**src/sv/qau_pkg.sv**
```systemverilog
// qau_pkg: shared types, constants and helper functions of the quaternion unit
// used by the channel interfaces, the front queue and the back sequencer
`default_nettype none
package qau_pkg;

   localparam int FRAC_BITS_DEF = 16;
   localparam int Q_W           = 32;
   localparam int BLEND_W       = 17;
   localparam int EPS_W         = 16;
   localparam int QUEUE_DEPTH   = 4;
   localparam int STEP_W        = 5;
   localparam int NUM_TMP       = 5;

   localparam logic [2:0] OP_MUL    = 3'd0;
   localparam logic [2:0] OP_ROTATE = 3'd1;
   localparam logic [2:0] OP_INV    = 3'd2;
   localparam logic [2:0] OP_NORM   = 3'd3;
   localparam logic [2:0] OP_NLERP  = 3'd4;
   localparam logic [2:0] OP_DOT    = 3'd5;

   typedef enum logic [2:0] {
      CLS_MUL, CLS_ROT, CLS_INV, CLS_NORM, CLS_NLERP, CLS_DOT, CLS_NONE
   } cls_type;

   typedef enum logic [4:0] {
      SEL_ZERO,
      SEL_A0, SEL_A1, SEL_A2, SEL_A3,
      SEL_B0, SEL_B1, SEL_B2, SEL_B3,
      SEL_T0, SEL_T1, SEL_T2, SEL_T3, SEL_T4,
      SEL_D0, SEL_D1, SEL_D2, SEL_D3,
      SEL_BLEND
   } sel_type;

   typedef enum logic [3:0] {
      DST_R0, DST_R1, DST_R2, DST_R3,
      DST_T0, DST_T1, DST_T2, DST_T3, DST_T4,
      DST_LEN
   } dst_type;

   typedef struct packed {
      sel_type xs;
      sel_type ys;
      sel_type bs;
      logic    neg;
      logic    dbl;
      logic    last;
      dst_type dst;
      logic    fin;
   } ucode_type;

   typedef struct packed {
      cls_type                     cls;
      logic [3:0][Q_W-1:0]         a;
      logic [3:0][Q_W-1:0]         b;
      logic [BLEND_W-1:0]          blend;
   } entry_type;

   typedef struct packed {
      logic full;
      logic empty;
   } qstat_type;

   typedef struct packed {
      logic [3:0][Q_W-1:0] r;
      logic                deg;
      logic                ovf;
   } res_type;

   typedef struct packed {
      logic           ovf;
      logic [Q_W-1:0] val;
   } sat_type;

   function automatic sat_type sat32(logic signed [63:0] v);
      sat_type s;
      s.ovf = 1'b0;
      s.val = v[Q_W-1:0];
      if (v > 64'sd2147483647) begin
         s.ovf = 1'b1;
         s.val = 32'h7FFF_FFFF;
      end else if (v < -64'sd2147483648) begin
         s.ovf = 1'b1;
         s.val = 32'h8000_0000;
      end
      return s;
   endfunction

   // non-final product step of a term
   function automatic ucode_type pp(sel_type xs, sel_type ys, logic neg, logic dbl);
      ucode_type u;
      u.xs   = xs;
      u.ys   = ys;
      u.bs   = SEL_ZERO;
      u.neg  = neg;
      u.dbl  = dbl;
      u.last = 1'b0;
      u.dst  = DST_LEN;
      u.fin  = 1'b0;
      return u;
   endfunction

   // closing step of a term, result goes to dst
   function automatic ucode_type ll(sel_type xs, sel_type ys, logic neg, logic dbl,
                                    dst_type dst, logic fin);
      ucode_type u;
      u      = pp(xs, ys, neg, dbl);
      u.last = 1'b1;
      u.dst  = dst;
      u.fin  = fin;
      return u;
   endfunction

   // product schedule of every operation class
   function automatic ucode_type ucode(cls_type cls, logic [STEP_W-1:0] step);
      ucode_type u;
      u     = pp(SEL_ZERO, SEL_ZERO, 1'b0, 1'b0);
      u.fin = 1'b1;
      case (cls)
         CLS_MUL: begin
            case (int'(step))
               0:  u = pp(SEL_B0, SEL_A3, 1'b0, 1'b0);
               1:  u = pp(SEL_B1, SEL_A2, 1'b0, 1'b0);
               2:  u = pp(SEL_B2, SEL_A1, 1'b1, 1'b0);
               3:  u = ll(SEL_B3, SEL_A0, 1'b0, 1'b0, DST_R0, 1'b0);
               4:  u = pp(SEL_B0, SEL_A2, 1'b1, 1'b0);
               5:  u = pp(SEL_B1, SEL_A3, 1'b0, 1'b0);
               6:  u = pp(SEL_B2, SEL_A0, 1'b0, 1'b0);
               7:  u = ll(SEL_B3, SEL_A1, 1'b0, 1'b0, DST_R1, 1'b0);
               8:  u = pp(SEL_B0, SEL_A1, 1'b0, 1'b0);
               9:  u = pp(SEL_B1, SEL_A0, 1'b1, 1'b0);
               10: u = pp(SEL_B2, SEL_A3, 1'b0, 1'b0);
               11: u = ll(SEL_B3, SEL_A2, 1'b0, 1'b0, DST_R2, 1'b0);
               12: u = pp(SEL_B0, SEL_A0, 1'b1, 1'b0);
               13: u = pp(SEL_B1, SEL_A1, 1'b1, 1'b0);
               14: u = pp(SEL_B2, SEL_A2, 1'b1, 1'b0);
               15: u = ll(SEL_B3, SEL_A3, 1'b0, 1'b0, DST_R3, 1'b1);
               default: ;
            endcase
         end
         CLS_ROT: begin
            case (int'(step))
               0:  u = pp(SEL_A0, SEL_B0, 1'b0, 1'b0);
               1:  u = pp(SEL_A1, SEL_B1, 1'b0, 1'b0);
               2:  u = ll(SEL_A2, SEL_B2, 1'b0, 1'b0, DST_T0, 1'b0);
               3:  u = pp(SEL_A3, SEL_A3, 1'b0, 1'b0);
               4:  u = pp(SEL_A0, SEL_A0, 1'b1, 1'b0);
               5:  u = pp(SEL_A1, SEL_A1, 1'b1, 1'b0);
               6:  u = ll(SEL_A2, SEL_A2, 1'b1, 1'b0, DST_T1, 1'b0);
               7:  u = pp(SEL_A1, SEL_B2, 1'b0, 1'b0);
               8:  u = ll(SEL_A2, SEL_B1, 1'b1, 1'b0, DST_T2, 1'b0);
               9:  u = pp(SEL_A2, SEL_B0, 1'b0, 1'b0);
               10: u = ll(SEL_A0, SEL_B2, 1'b1, 1'b0, DST_T3, 1'b0);
               11: u = pp(SEL_A0, SEL_B1, 1'b0, 1'b0);
               12: u = ll(SEL_A1, SEL_B0, 1'b1, 1'b0, DST_T4, 1'b0);
               13: u = pp(SEL_A0, SEL_T0, 1'b0, 1'b1);
               14: u = pp(SEL_B0, SEL_T1, 1'b0, 1'b0);
               15: u = ll(SEL_A3, SEL_T2, 1'b0, 1'b1, DST_R0, 1'b0);
               16: u = pp(SEL_A1, SEL_T0, 1'b0, 1'b1);
               17: u = pp(SEL_B1, SEL_T1, 1'b0, 1'b0);
               18: u = ll(SEL_A3, SEL_T3, 1'b0, 1'b1, DST_R1, 1'b0);
               19: u = pp(SEL_A2, SEL_T0, 1'b0, 1'b1);
               20: u = pp(SEL_B2, SEL_T1, 1'b0, 1'b0);
               21: u = ll(SEL_A3, SEL_T4, 1'b0, 1'b1, DST_R2, 1'b1);
               default: ;
            endcase
         end
         CLS_INV, CLS_NORM: begin
            case (int'(step))
               0: u = pp(SEL_A0, SEL_A0, 1'b0, 1'b0);
               1: u = pp(SEL_A1, SEL_A1, 1'b0, 1'b0);
               2: u = pp(SEL_A2, SEL_A2, 1'b0, 1'b0);
               3: u = ll(SEL_A3, SEL_A3, 1'b0, 1'b0, DST_LEN, 1'b1);
               default: ;
            endcase
         end
         CLS_NLERP: begin
            case (int'(step))
               0: begin
                  u    = ll(SEL_D0, SEL_BLEND, 1'b0, 1'b0, DST_T0, 1'b0);
                  u.bs = SEL_A0;
               end
               1: begin
                  u    = ll(SEL_D1, SEL_BLEND, 1'b0, 1'b0, DST_T1, 1'b0);
                  u.bs = SEL_A1;
               end
               2: begin
                  u    = ll(SEL_D2, SEL_BLEND, 1'b0, 1'b0, DST_T2, 1'b0);
                  u.bs = SEL_A2;
               end
               3: begin
                  u    = ll(SEL_D3, SEL_BLEND, 1'b0, 1'b0, DST_T3, 1'b0);
                  u.bs = SEL_A3;
               end
               4: u = pp(SEL_T0, SEL_T0, 1'b0, 1'b0);
               5: u = pp(SEL_T1, SEL_T1, 1'b0, 1'b0);
               6: u = pp(SEL_T2, SEL_T2, 1'b0, 1'b0);
               7: u = ll(SEL_T3, SEL_T3, 1'b0, 1'b0, DST_LEN, 1'b1);
               default: ;
            endcase
         end
         CLS_DOT: begin
            case (int'(step))
               0: u = pp(SEL_A0, SEL_B0, 1'b0, 1'b0);
               1: u = pp(SEL_A1, SEL_B1, 1'b0, 1'b0);
               2: u = pp(SEL_A2, SEL_B2, 1'b0, 1'b0);
               3: u = ll(SEL_A3, SEL_B3, 1'b0, 1'b0, DST_R3, 1'b1);
               default: ;
            endcase
         end
         default: ;
      endcase
      return u;
   endfunction

endpackage
`default_nettype wire

```
**src/sv/qau_if.sv**
```systemverilog
// qau_req_if / qau_rsp_if: valid-ready channels of the quaternion unit
// widths come from qau_pkg
`default_nettype none
interface qau_req_if;
   logic                          valid;
   logic                          ready;
   logic [2:0]                    req_type;
   logic signed [qau_pkg::Q_W-1:0] a_x;
   logic signed [qau_pkg::Q_W-1:0] a_y;
   logic signed [qau_pkg::Q_W-1:0] a_z;
   logic signed [qau_pkg::Q_W-1:0] a_w;
   logic signed [qau_pkg::Q_W-1:0] b_x;
   logic signed [qau_pkg::Q_W-1:0] b_y;
   logic signed [qau_pkg::Q_W-1:0] b_z;
   logic signed [qau_pkg::Q_W-1:0] b_w;
   logic [qau_pkg::BLEND_W-1:0]    blend;

   modport source (output valid, req_type, a_x, a_y, a_z, a_w, b_x, b_y, b_z, b_w, blend,
                   input ready);
   modport sink   (input valid, req_type, a_x, a_y, a_z, a_w, b_x, b_y, b_z, b_w, blend,
                   output ready);
endinterface

`default_nettype wire

```
**src/sv/qau_front.sv**
```systemverilog
// qau_front: takes request transfers, classifies the operation code and queues them
// depends on qau_pkg and qau_req_if
`default_nettype none
module qau_front (
   input  wire logic          clock,
   input  wire logic          reset,
   qau_req_if.sink            req,
   input  wire logic          pop,
   output qau_pkg::entry_type head,
   output qau_pkg::qstat_type stat
);
   localparam int DEPTH = qau_pkg::QUEUE_DEPTH;
   localparam int PTR_W = $clog2(DEPTH);
   localparam int CNT_W = $clog2(DEPTH + 1);

   qau_pkg::entry_type q_ff [DEPTH];
   logic [PTR_W-1:0]   wr_ff, wr_in, rd_ff, rd_in;
   logic [CNT_W-1:0]   cnt_ff, cnt_in;
   logic               push;
   qau_pkg::entry_type item;

   assign req.ready  = (cnt_ff != CNT_W'(DEPTH));
   assign push       = req.valid && req.ready;
   assign stat.full  = (cnt_ff == CNT_W'(DEPTH));
   assign stat.empty = (cnt_ff == '0);
   assign head       = q_ff[rd_ff];

   always_comb begin
      case (req.req_type)
         qau_pkg::OP_MUL:    item.cls = qau_pkg::CLS_MUL;
         qau_pkg::OP_ROTATE: item.cls = qau_pkg::CLS_ROT;
         qau_pkg::OP_INV:    item.cls = qau_pkg::CLS_INV;
         qau_pkg::OP_NORM:   item.cls = qau_pkg::CLS_NORM;
         qau_pkg::OP_NLERP:  item.cls = qau_pkg::CLS_NLERP;
         qau_pkg::OP_DOT:    item.cls = qau_pkg::CLS_DOT;
         default:            item.cls = qau_pkg::CLS_NONE;
      endcase
      item.a     = {req.a_w, req.a_z, req.a_y, req.a_x};
      item.b     = {req.b_w, req.b_z, req.b_y, req.b_x};
      item.blend = req.blend;
   end

   always_comb begin
      wr_in  = push ? wr_ff + PTR_W'(1) : wr_ff;
      rd_in  = pop ? rd_ff + PTR_W'(1) : rd_ff;
      cnt_in = cnt_ff + CNT_W'(push) - CNT_W'(pop);
   end

   always_ff @(posedge clock) begin
      if (reset) begin
         wr_ff  <= '0;
         rd_ff  <= '0;
         cnt_ff <= '0;
      end else begin
         wr_ff  <= wr_in;
         rd_ff  <= rd_in;
         cnt_ff <= cnt_in;
      end
   end

   always_ff @(posedge clock) begin
      if (push) begin
         q_ff[wr_ff] <= item;
      end
   end
endmodule
`default_nettype wire

```
**src/flat_wrapper.sv**
```systemverilog
// flat-port wrapper written by rule: the top's interface ports become plain ports
module qau_front_flat 
  (clock, reset, pop, head, stat, req_valid, req_req_type, req_a_x, req_a_y, req_a_z, req_a_w, req_b_x, req_b_y, req_b_z, req_b_w, req_blend, req_ready);
  qau_req_if req_i ();
  input  wire logic clock;
  input  wire logic reset;
  input  wire logic pop;
  output qau_pkg::entry_type head;
  output qau_pkg::qstat_type stat;
  input wire logic [$bits(req_i.valid)-1:0] req_valid;
  input wire logic [$bits(req_i.req_type)-1:0] req_req_type;
  input wire logic [$bits(req_i.a_x)-1:0] req_a_x;
  input wire logic [$bits(req_i.a_y)-1:0] req_a_y;
  input wire logic [$bits(req_i.a_z)-1:0] req_a_z;
  input wire logic [$bits(req_i.a_w)-1:0] req_a_w;
  input wire logic [$bits(req_i.b_x)-1:0] req_b_x;
  input wire logic [$bits(req_i.b_y)-1:0] req_b_y;
  input wire logic [$bits(req_i.b_z)-1:0] req_b_z;
  input wire logic [$bits(req_i.b_w)-1:0] req_b_w;
  input wire logic [$bits(req_i.blend)-1:0] req_blend;
  output wire logic [$bits(req_i.ready)-1:0] req_ready;
  assign req_i.valid = req_valid;
  assign req_i.req_type = req_req_type;
  assign req_i.a_x = req_a_x;
  assign req_i.a_y = req_a_y;
  assign req_i.a_z = req_a_z;
  assign req_i.a_w = req_a_w;
  assign req_i.b_x = req_b_x;
  assign req_i.b_y = req_b_y;
  assign req_i.b_z = req_b_z;
  assign req_i.b_w = req_b_w;
  assign req_i.blend = req_blend;
  assign req_ready = req_i.ready;
  qau_front u_core (.clock(clock), .reset(reset), .req(req_i), .pop(pop), .head(head), .stat(stat));
endmodule
```
**config.mk**
```make
export PLATFORM = sky130hd
export DESIGN_NAME = qau_front_flat
export DESIGN_NICKNAME = d
export VERILOG_FILES = /design/src/sv/qau_pkg.sv /design/src/sv/qau_if.sv /design/src/sv/qau_front.sv /design/src/flat_wrapper.sv
export SDC_FILE = /design/constraint.sdc
export NUM_CORES = 1
export LEC_CHECK = 0
export BUFFER_PORTS_ARGS = -buffer_cell sky130_fd_sc_hd__buf_2
export CORE_MARGIN = 3
export CORE_UTILIZATION = 30
export DETAILED_ROUTE_END_ITERATION = 7
export PLACE_DENSITY = 0.44
export SYNTH_ARGS = -nofsm -noshare
export SYNTH_HDL_FRONTEND = slang
export SYNTH_SLANG_ARGS = --single-unit
```
**constraint.sdc**
```tcl
create_clock -name clock -period 20.2 [get_ports clock]
set_input_delay 4.04 -clock clock [delete_from_list [all_inputs] [get_ports clock]]
set_output_delay 4.04 -clock clock [all_outputs]
set_load 0.02 [all_outputs]
```
==> results of run 1 <==
## sequential cells by signal, indices dropped and copies added, names as in the netlist, named ones only
name	cells
u_core.q_ff	1104
u_core.cnt_ff	3
u_core.rd_ff	2
u_core.wr_ff	2
## cell type report
class | count | area share (%)
flip-flops and latches | 1113 | 67.0
multi-input cells | 310 | 14.0
clock buffers | 136 | 6.20
repair buffers | 580 | 6.02
well taps | 1768 | 4.45
clock inverters | 96 | 2.19
diodes | 21 | 0.106
inverters | 7 | 0.0528
## per-stage QoR
step	worst slack (ns)	hold WS, ns	cells	cell area [µm²]
after global placement	12.21	0.492	3778	45500
after floorplan	8.89	0.482	1495	40800
after detailed placement	12.27	0.516	3778	45500
after global routing	11.29	0.553	4013	49700
final	11.72	0.524	4031	49700
after CTS	11.42	0.524	4010	49700
## layout by cell type (no fill, tap or decap), drive strengths merged
cell	netlist	final
o21ai	1	1
xnor2	1	1
and2	5	5
nand2	2	2
nand2b	2	2
edfxtp	1104	1104
nor3	2	2
a21boi	1	1
inv	7	8
ha	6	6
or3	1	1
clkbuf	8	136
dfxtp	9	9
bufinv	0	19
mux4	276	276
diode	0	21
a21oi	1	1
clkinv	0	71
nor2b	1	1
xor2	2	2
buf	57	580
clkinvlp	0	5
nor2	7	7
mux2i	1	1
fa	1	1
## routing by layer
metal,GRT usage [%],up-vias
met1,16.2,9540
met3,5.88,172
met5,0,-
li1,-,7965
met4,3.89,36
met2,20.9,572
## synth_stat cells
master	instances	area share, %
a21boi_0	1	0.018
nand2_1	2	0.018
nor2_1	7	0.064
edfxtp_1	1104	81
inv_1	7	0.064
mux4_2	150	8.3
nor2b_1	1	0.015
ha_1	6	0.18
xnor2_1	1	0.021
mux2i_1	1	0.025
mux4_1	126	8.1
nor3_1	2	0.025
dfxtp_1	9	0.44
nand2b_1	2	0.031
a21oi_1	1	0.012
o21ai_0	1	0.012
fa_1	1	0.049
xor2_1	2	0.043
buf_8	3	0.11
clkbuf_1	8	0.074
and2_1	5	0.077
buf_2	29	0.36
or3_1	1	0.015
buf_6	25	0.69
## tightest hold or removal path, stage by stage (launching register included)
cell,delay (ns)
dfxtp_1,0.33
nor2_1,0.10
nor3_1,0.05
## kinds of logic (layout without fill, tap and decap cells)
logic type	after synthesis	count (layout)
AOI/OAI and AO/OA	3	3
xor gates and xnor gates	3	3
adders and majority gates	7	7
buffers and inverters	72	819
DFF	1113	1113
muxes	277	277
other	0	21
and+or+nand+nor	20	20
## worst max-delay path by stage
| stage | startpoint | endpoint | slack, ns | cells past startpoint |
|---|---|---|---|---|
| 2_1_floorplan | req_valid | u_core.q_ff[0][0] | 8.89 | 3 |
| 3_3_place_gp | flop | head[254] | 12.21 | 4 |
| 3_5_place_dp | flop | head[254] | 12.27 | 4 |
| 4_1_cts | flop | head[254] | 11.42 | 4 |
| 5_1_grt | flop | head[254] | 11.29 | 4 |
| 6_report | flop | head[254] | 11.72 | 4 |
## where the power goes
group | internal, mW | total, mW | switching, mW
registers | 2.80 | 2.85 | 0.0505
clock network | 1.35 | 2.25 | 0.902
logic | 0.291 | 0.834 | 0.542
total | 4.44 | 5.93 | 1.50
==> results.md, run 1 <==
- Iter 0 DRT Violations: 1115
- RSZ-0062 raised after global routing: false
- Final period util: 42.0%
- Synth Area in Adders: 0.233%
- CP max stage delay: 0.94 ns
- Routed WL per cell: 23.2 µm
- LEAKAGE: 16.6 nW
- Overall Power: 5.93 mW
- Clock sinks: 1113
- Worst path arrival time: 4.44 ns
- Initial Util: 30.4%
- Mapped cell area: 40800 µm²
- Largest net degree at the start of global routing: 128
- Synth Area in XOR/XNOR: 0.0644%
- DR top layer: met5
- Crit-path cells: buf_4 > buf_4 > mux4_1 > buf_2
- R2r endpoint: u_core.q_ff[1][244]
- Cells after Synth: 1495
- Port bufs: 558
- Synth unique cells: 24
- Worst path most repeated cell: buf_4
- Total of warnings raised by yosys: 0
- Sequential Area: 33300 µm²
- Post-cts hold buffer count: 0
- Clock Skew: 0.0324 ns
- Worst slew margin: 20.1%
- GPL Wtd Cong: 0.710
- Slew Limit Fails: 0
- Crit-path leading delay family: buffers and inverters
- WL met3: 9470 µm
- Vias post-DR: 18285
- Fmax: 0.118 GHz
- Number of global-route vias before repair: 19461
- P per Cell Area: 119 nW/µm²
- HP Class: flop to flop
- CTS resizes: 0
- Die W: 375 µm
- Area of the multi-input gates: 6950 µm²
- GRT overflow: 0
- Fin nets: 2420
- Flop2flop setup slack: 16.15 ns
- Status: completed
- Core Area: 134000 µm²
- Clock transition at path regs: 0.05 ns
- Util after Layout: 37.0%
- Register area share after synthesis: 81.7%
- Synth Area in Compound Gates: 0.0429%
- Drt drc: 0
- Crit Path Class: flop to output pin
- Initial antenna violation count: 48
- Crit path buffers/inverters: 3
- Post-Synth Simple-Gate Area: 0.245%
- Fill count: 12220
- Post-CTS Repair Setup Buffers: 0
- Avg Synthesized Cell Area: 27.3 µm²
- Final Setup Violations: 0
- WP data required: 16.16 ns
- Startpoint types: flop
- M1 WL: 37200 µm
- FF+latch count, synth: 1113
- Fin Setup TNS: 0 ns
- H-tree depth: 3
- R2r worst-path depth: 7
- Slowest stage cell, crit path: dfxtp_4
- Maxcap violations: 0
- DR pass1 iterations: 4
- Fin. Hold Viols: 0
- Die ar.: 140000 µm²
- Global-route wire length before repair: 137000 µm
- Crit-path max FO: 49
- Via density: 4.54
- Maximum VDD drop: 0.0818 mV
- IO Pins: 559
- Largest family of logic cells by synthesized area: multiplexers
- Mux contribution to synthesized area: 16.4%
- CTS tree: built
- DIE HEIGHT: 375 µm
- Syn Nets: 1782
- Post-route ant nets: 0
- Hold endpoint: u_core.cnt_ff[2]
- Fin crit period: 8.48 ns
- Clk root buf: clkbuf_16
- Clock Latency Late Sink: 0.71 ns
- GR Util All Layers: 13.2%
- Worst r2r src: u_core.cnt_ff[1]
- Placement Rows: 134
- Cells on Worst Hold Path: 2
- Final wirelength: 93600 µm
- Longest Clk Path Bufs: 3
- Layout cell share with drive strength beyond 1: 41.2%
- Beginning of the worst hold path: u_core.cnt_ff[2]
- Post-DP HPWL: 57700 µm
- Layout overhead on the synthesized area: 21.9%
- Setup crit end kind: output pin
- TritonCTS Buffers: 121
- Worst Tran Pin Value: 1.20 ns
- Wire length on met2: 44500 µm
Power figures use the tool's default switching activity.
==> inputs of run 2 (changes only) <==
==> constraint.sdc (replaced) <==
create_clock -name clock -period 8.6 [get_ports clock]
set_input_delay 1.72 -clock clock [delete_from_list [all_inputs] [get_ports clock]]
set_output_delay 1.72 -clock clock [all_outputs]
set_load 0.02 [all_outputs]
==> results.md, run 2 (synthesized netlist as in run 1, its figures left out) <==
- Global-route wire length before repair: 136000 µm (-0.68%)
- Inst Count DP: 3774 (-0.11%)
- Worst slew margin: 24.1% (+4.0 points)
- WP data required: 6.88 ns (-9.28 ns)
- Finished Layout Cells: 4012 (-0.47%)
- Fin. Hold Viols: 0 (unchanged)
- Clk root buf: clkbuf_16
- Maximum VDD drop: 0.194 mV (+140%)
- Worst path arrival time: 3.44 ns (-1.00 ns)
- Fin crit period: 5.16 ns
- Crit-path max FO: 105 (+110%)
- Layout cell share with drive strength beyond 1: 40.6% (-0.61 points)
- Number of global-route vias before repair: 19503 (+0.22%)
- P per Cell Area: 276 nW/µm² (+130%)
- DIE HEIGHT: 375 µm (unchanged)
- Setup crit end kind: output pin
- Port bufs: 558 (unchanged)
- Beginning of the worst hold path: u_core.rd_ff[0]
- Max reg flops: 1104 (unchanged)
- Clock transition at path regs: 0.06 ns (about the same)
- Post-route ant nets: 0 (unchanged)
- GR Util All Layers: 13.1% (-0.068 points)
- Die ar.: 140000 µm² (unchanged)
- Iter 0 DRT Violations: 985 (-12%)
- CTS tree: built
- Largest registers: u_core.q_ff (1104), u_core.cnt_ff (3)
- DR pass1 iterations: 4 (unchanged)
- Post-cts hold buffer count: 0 (unchanged)
- R2r endpoint: u_core.q_ff[2][78]
- HP Class: flop to flop
- Crit Path Class: flop to output pin
- Hold slack: 0.517 ns (-0.00689 ns)
- Post-CTS Repair Setup Buffers: 0 (unchanged)
- Worst Tran Pin Value: 1.14 ns (-0.0601 ns)
- Clock Skew: 0.0433 ns (+0.0110 ns)
- Fill count: 12345 (+1.0%)
- Final period util: 60.0%
- GRT overflow: 0 (unchanged)
- LEAKAGE: 16.5 nW (-0.78%)
- Maxcap violations: 0 (unchanged)
- Largest reg by FF count: u_core.q_ff
- Slew Limit Fails: 0 (unchanged)
- TritonCTS Buffers: 121 (unchanged)
- Clock sinks: 1113 (unchanged)
- Cells on Worst Hold Path: 2 (unchanged)
- Layout overhead on the synthesized area: 21.4%
- Fmax: 0.194 GHz
- Vias post-DR: 18113 (-0.94%)
- Fin Setup TNS: 0 ns (unchanged)
- Routed WL per cell: 23.3 µm (+0.23%)
- Most common cell after layout, fill and taps aside: edfxtp_1
- Drt drc: 0 (unchanged)
- GPL Wtd Cong: 0.703 (-1.0%)
- IO Pins: 559 (unchanged)
- Most frequent cells in the layout: 1104 x edfxtp_1, 558 x buf_2, 150 x mux4_2
- Area of the multi-input gates: 6950 µm² (unchanged)
- Largest net degree at the start of global routing: 123 (-3.9%)
- Post-DP HPWL: 55500 µm (-3.9%)
- Clock Latency Late Sink: 0.72 ns (about the same)
- Longest Clk Path Bufs: 3 (unchanged)
- Initial Util: 30.4% (unchanged)
- Status: completed
- Fin nets: 2416 (-0.17%)
- Flop2flop setup slack: 5.27 ns (-10.88 ns)
- Die W: 375 µm (unchanged)
- H-tree depth: 3 (unchanged)
- Sequential Area: 33300 µm² (unchanged)
- CTS resizes: 0 (unchanged)
- R2r worst-path depth: 6 (-1)
- Placement Rows: 134 (unchanged)
- Core Area: 134000 µm² (unchanged)
- Startpoint types: flop
- Util after Layout: 36.9% (-0.17 points)
- Final wirelength: 93400 µm (-0.24%)
- RSZ-0062 raised after global routing: false
- Initial antenna violation count: 40 (-17%)
- Final Setup Violations: 0 (unchanged)
- Worst r2r src: u_core.cnt_ff[1]
- Via density: 4.51 (-0.47%)
[run 2: cell types whose count changed in the layout (fill, tap and decap cells not counted), moves of 4 or more]
cell,previous run,this run
clkbuf_1,15,28
buf_4,19,9
bufinv_16,19,11
clkinv_1,30,23
buf_12,3,9
diode_2,21,15
clkinv_2,29,24
clkinv_4,5,1
[run 2: layer usage]
layer  vias to the layer above  track usage, %  wire length, µm
met5                         -               0              180
met4                        26            3.69             2360
met3                       185            5.44             7400
met2                       505            21.3            45200
met1                      9477            16.0            38200
li1                       7920               -                -
[run 2: worst max-delay path by stage]
stage / startpoint / end / slack, ns / cells after the start
finish: flop / head[186] / 3.44 / 3
global route: flop / head[186] / 3.12 / 3
CTS: flop / head[186] / 3.21 / 3
detailed placement: req_valid / u_core.q_ff[2][78] / 3.92 / 5
global placement: req_valid / u_core.q_ff[2][24] / 3.98 / 5
floorplan: req_valid / u_core.q_ff[0][0] / 2.70 / 3
[run 2: worst max-delay path: stages (launching register included)]
cell and delay (ns):
dfxtp_4 0.90, buf_12 0.59, mux4_1 0.73, buf_2 0.20
[run 2: layout make-up]
type                    count  area share [%]
diodes                     15          0.0758
repair buffers            576            6.14
clock buffers             151            6.43
flip-flops and latches   1113            67.3
inverters                   7          0.0531
well taps                1768            4.47
multi-input cells         310            14.0
clock inverters            72            1.48
[run 2: report_power, final]
group	total, mW	switching [mW]	internal, mW	leakage [nW]
combinational	1.96	1.27	0.691	4.42
clock	5.02	2.07	2.95	1.90
sequential	6.69	0.114	6.57	10.2
[run 2: through the flow]
stage | total power, mW | worst slack (ns) | cell area, µm²
6_report | 13.7 | 3.44 | 49500
3_5_place_dp | 8.85 | 3.92 | 45600
5_1_grt | 14.3 | 3.12 | 49500
3_3_place_gp | 8.81 | 3.98 | 45600
2_1_floorplan | 8.04 | 2.70 | 40800
4_1_cts | 14.0 | 3.21 | 49500
==> inputs of run 3 (changes only) <==
--- a/config.mk
+++ b/config.mk
@@ -5,11 +5,12 @@
 export SDC_FILE = /design/constraint.sdc
 export NUM_CORES = 1
 export LEC_CHECK = 0
+export ABC_AREA = 1
 export BUFFER_PORTS_ARGS = -buffer_cell sky130_fd_sc_hd__buf_2
 export CORE_MARGIN = 3
 export CORE_UTILIZATION = 30
 export DETAILED_ROUTE_END_ITERATION = 7
-export PLACE_DENSITY = 0.44
+export PLACE_DENSITY = 0.46
 export SYNTH_ARGS = -nofsm -noshare
 export SYNTH_HDL_FRONTEND = slang
 export SYNTH_SLANG_ARGS = --single-unit
==> constraint.sdc (replaced) <==
create_clock -name clock -period 4.6 [get_ports clock]
set_input_delay 0.92 -clock clock [delete_from_list [all_inputs] [get_ports clock]]
set_output_delay 0.92 -clock clock [all_outputs]
set_load 0.02 [all_outputs]
==> results.md, run 3 <==
- Die ar.: 141000 µm² (+0.46%)
- GPL Wtd Cong: 0.733 (+4.3%)
- Placement Rows: 134 (unchanged)
- Drt drc: 0 (unchanged)
- Startpoint types: flop
- Via density: 4.72 (+4.5%)
- Busiest grt layer: met2
- Global-route wire length before repair: 158000 µm (+17%)
- Final Setup Violations: 0 (unchanged)
- Hold slack: 0.392 ns (-0.125 ns)
- Synth Area in Adders: 0.232% (-0.0011 points)
- Largest registers: u_core.q_ff (1104), u_core.cnt_ff (3)
- Util after Layout: 37.1% (+0.26 points)
- Status: completed
- Avg Synthesized Cell Area: 15.0 µm² (-45%)
- DIE HEIGHT: 376 µm (+0.23%)
- RSZ-0062 raised after global routing: false
- Post-cts hold buffer count: 0 (unchanged)
- Worst Tran Pin Value: 1.25 ns (+0.108 ns)
- Cell taking the most area after synthesis: edfxtp_1
- H-tree depth: 3 (unchanged)
- IO Pins: 559 (unchanged)
- CTS resizes: 0 (unchanged)
- Hold endpoint: u_core.cnt_ff[1]
- Initial Util: 30.4% (+0.065 points)
- TritonCTS Buffers: 121 (unchanged)
- WP data required: 3.68 ns (-3.20 ns)
- Post-DP HPWL: 62100 µm (+12%)
- Crit-path max FO: 139 (+32%)
- LEAKAGE: 17.0 nW (+3.0%)
- Number of global-route vias before repair: 23751 (+22%)
- Crit Path Class: flop to output pin
- Cells after Synth: 2735 (+83%)
- Clock Skew: 0.0175 ns (-0.0258 ns)
- Fill count: 12878 (+4.3%)
- Synth top cells by count: 1104 x edfxtp_1, 564 x nor2_1, 551 x o21ai_0, 276 x o22ai_1, 128 x clkbuf_1
- Most common cell in the synthesized netlist: edfxtp_1
- GR Util All Layers: 14.8% (+1.7 points)
- GRT overflow: 0 (unchanged)
- Final instance area: 50000 µm² (+0.97%)
- Core Area: 135000 µm² (+0.25%)
- Top_reg_cell synth: edfxtp_1
- R2r worst-path depth: 5 (-1)
- Synth Area in Compound Gates: 11.1% (+11 points)
- Worst path arrival time: 2.88 ns (-0.56 ns)
- Global Route met2 Usage: 24.0% (+2.7 points)
- Flop2flop setup slack: 1.87 ns (-3.40 ns)
- Register area share after synthesis: 81.3% (-0.38 points)
- Routed WL per cell: 20.9 µm (-10%)
- Post-CTS Repair Setup Buffers: 0 (unchanged)
- P per Cell Area: 512 nW/µm² (+85%)
- Slew Limit Fails: 0 (unchanged)
- Met1 Use GR: 18.5% (+2.5 points)
- Longest Clk Path Bufs: 3 (unchanged)
- Worst slew margin: 16.7% (-7.4 points)
- HP Class: input port to flop
- Layout cell share with drive strength beyond 1: 23.4% (-17 points)
- Largest family of logic cells by synthesized area: compound AO/OA/AOI/OAI gates
- Setup crit end kind: output pin
- Syn Nets: 3022 (+70%)
- Most common cell after layout, fill and taps aside: edfxtp_1
- EDFF count, synth: 1104 (unchanged)
- Most frequent cells in the layout: 1104 x edfxtp_1, 560 x nor2_1, 558 x buf_2
- Fin. Hold Viols: 0 (unchanged)
- Largest net degree at the start of global routing: 182 (+48%)
- Initial antenna violation count: 39 (-2.5%)
- Maximum VDD drop: 0.315 mV (+63%)
- Maxcap violations: 0 (unchanged)
- Clock transition at path regs: 0.06 ns (about the same)
- Iter 0 DRT Violations: 1411 (+43%)
- Layout overhead on the synthesized area: 22.0%
- Beginning of the worst hold path: reset
- Fin crit period: 3.80 ns
- Mapped cell area: 41000 µm² (+0.46%)
- Clk root buf: clkbuf_16
- Die W: 376 µm (+0.23%)
- Fmax: 0.263 GHz
- Ranking of synthesized cells by area: edfxtp_1 81%, o21ai_0 6.7%, nor2_1 5.2%, o22ai_1 4.2%, clkbuf_1 1.2%
- Synth unique cells: 19 (-21%)
- Vias post-DR: 24419 (+35%)
- M3 GR Usage: 5.76% (+0.31 points)
- Yosys top cell area share: 80.9% (-0.37 points)
- FF+latch count, synth: 1113 (unchanged)
- Setup WS pre-CTS: 1.54 ns (-2.39 ns)
- Worst r2r src: u_core.cnt_ff[1]
- Port bufs: 558 (unchanged)
- Post-synth ARST share: 0% (unchanged)
- Final worst setup slack: 0.796 ns (-2.64 ns)
- DP Area: 46100 µm² (+1.1%)
- Final wirelength: 108000 µm (+16%)
- R2r endpoint: u_core.q_ff[1][196]
- CTS tree: built
- Mux contribution to synthesized area: 0% (-16 points)
- Fin nets: 3570 (+48%)
- Max reg flops: 1104 (unchanged)
- DR pass1 iterations: 4 (unchanged)
- Largest reg by FF count: u_core.q_ff
- Final period util: 82.7%
- Post-route ant nets: 0 (unchanged)
- Overall Power: 25.6 mW (+87%)
- Post-Synth Simple-Gate Area: 5.28% (+5.0 points)
- Clock sinks: 1113 (unchanged)
- Clock Latency Late Sink: 0.73 ns (about the same)
- Total of warnings raised by yosys: 0 (unchanged)
- Cells on Worst Hold Path: 2 (unchanged)
- Synth Area in XOR/XNOR: 0% (-0.064 points)
## run 3: final cells by class
cell class | count | area (µm²) | share of cell area [%]
clock inverter | 65 | 619 | 1.24
clock buffer | 157 | 3240 | 6.49
sequential | 1113 | 33300 | 66.7
multi-input combinational | 1418 | 6840 | 13.7
tap | 1768 | 2210 | 4.42
inverter | 19 | 86.3 | 0.173
antenna | 24 | 60.1 | 0.120
timing repair buffer | 610 | 3600 | 7.19
## run 3: logic make-up (layout without fill, tap and decap cells)
kind of cell               Yosys count  after routing
AOI/OAI and AO/OA                  836            836
buffers and inverters              204            851
DFF                               1113           1113
other                                0             24
and+or+nand+nor                    575            575
adders and majority gates            7              7
## run 3: critical path: stages, from the launching register on
cell and delay (ns):
dfxtp_4 0.62, buf_12 0.36, o21ai_0 0.22, o22ai_1 0.25, buf_2 0.20
## run 3: how the worst max path moves through the flow
stage	startpoint	endpoint	slack, ns	cells after the start
floorplan	req_valid	u_core.q_ff[0][0]	-0.96	2
global placement	req_valid	u_core.q_ff[1][251]	1.50	4
detailed placement	req_valid	u_core.q_ff[1][251]	1.54	4
CTS	flop	head[10]	0.71	5
global route	flop	head[60]	0.62	5
finish	flop	head[83]	0.80	4
## run 3: metal layers
layer / routed length [µm] / up-vias
met4: 2550 / 20
met3: 8570 / 171
met5: 124 / -
met2: 51500 / 545
li1: - / 11532
met1: 45400 / 12151
## run 3: stage by stage
step,cells,setup TNS (ns)
2_1_floorplan,2735,-1044.48
3_3_place_gp,4928,0
3_5_place_dp,4928,0
4_1_cts,5150,0
5_1_grt,5155,0
6_report,5174,0
## run 3: where the power goes
group          switching (mW)  internal, mW
registers               0.207          12.4
clock network            3.91          5.51
logic                    2.64         0.949
total                    6.76          18.8
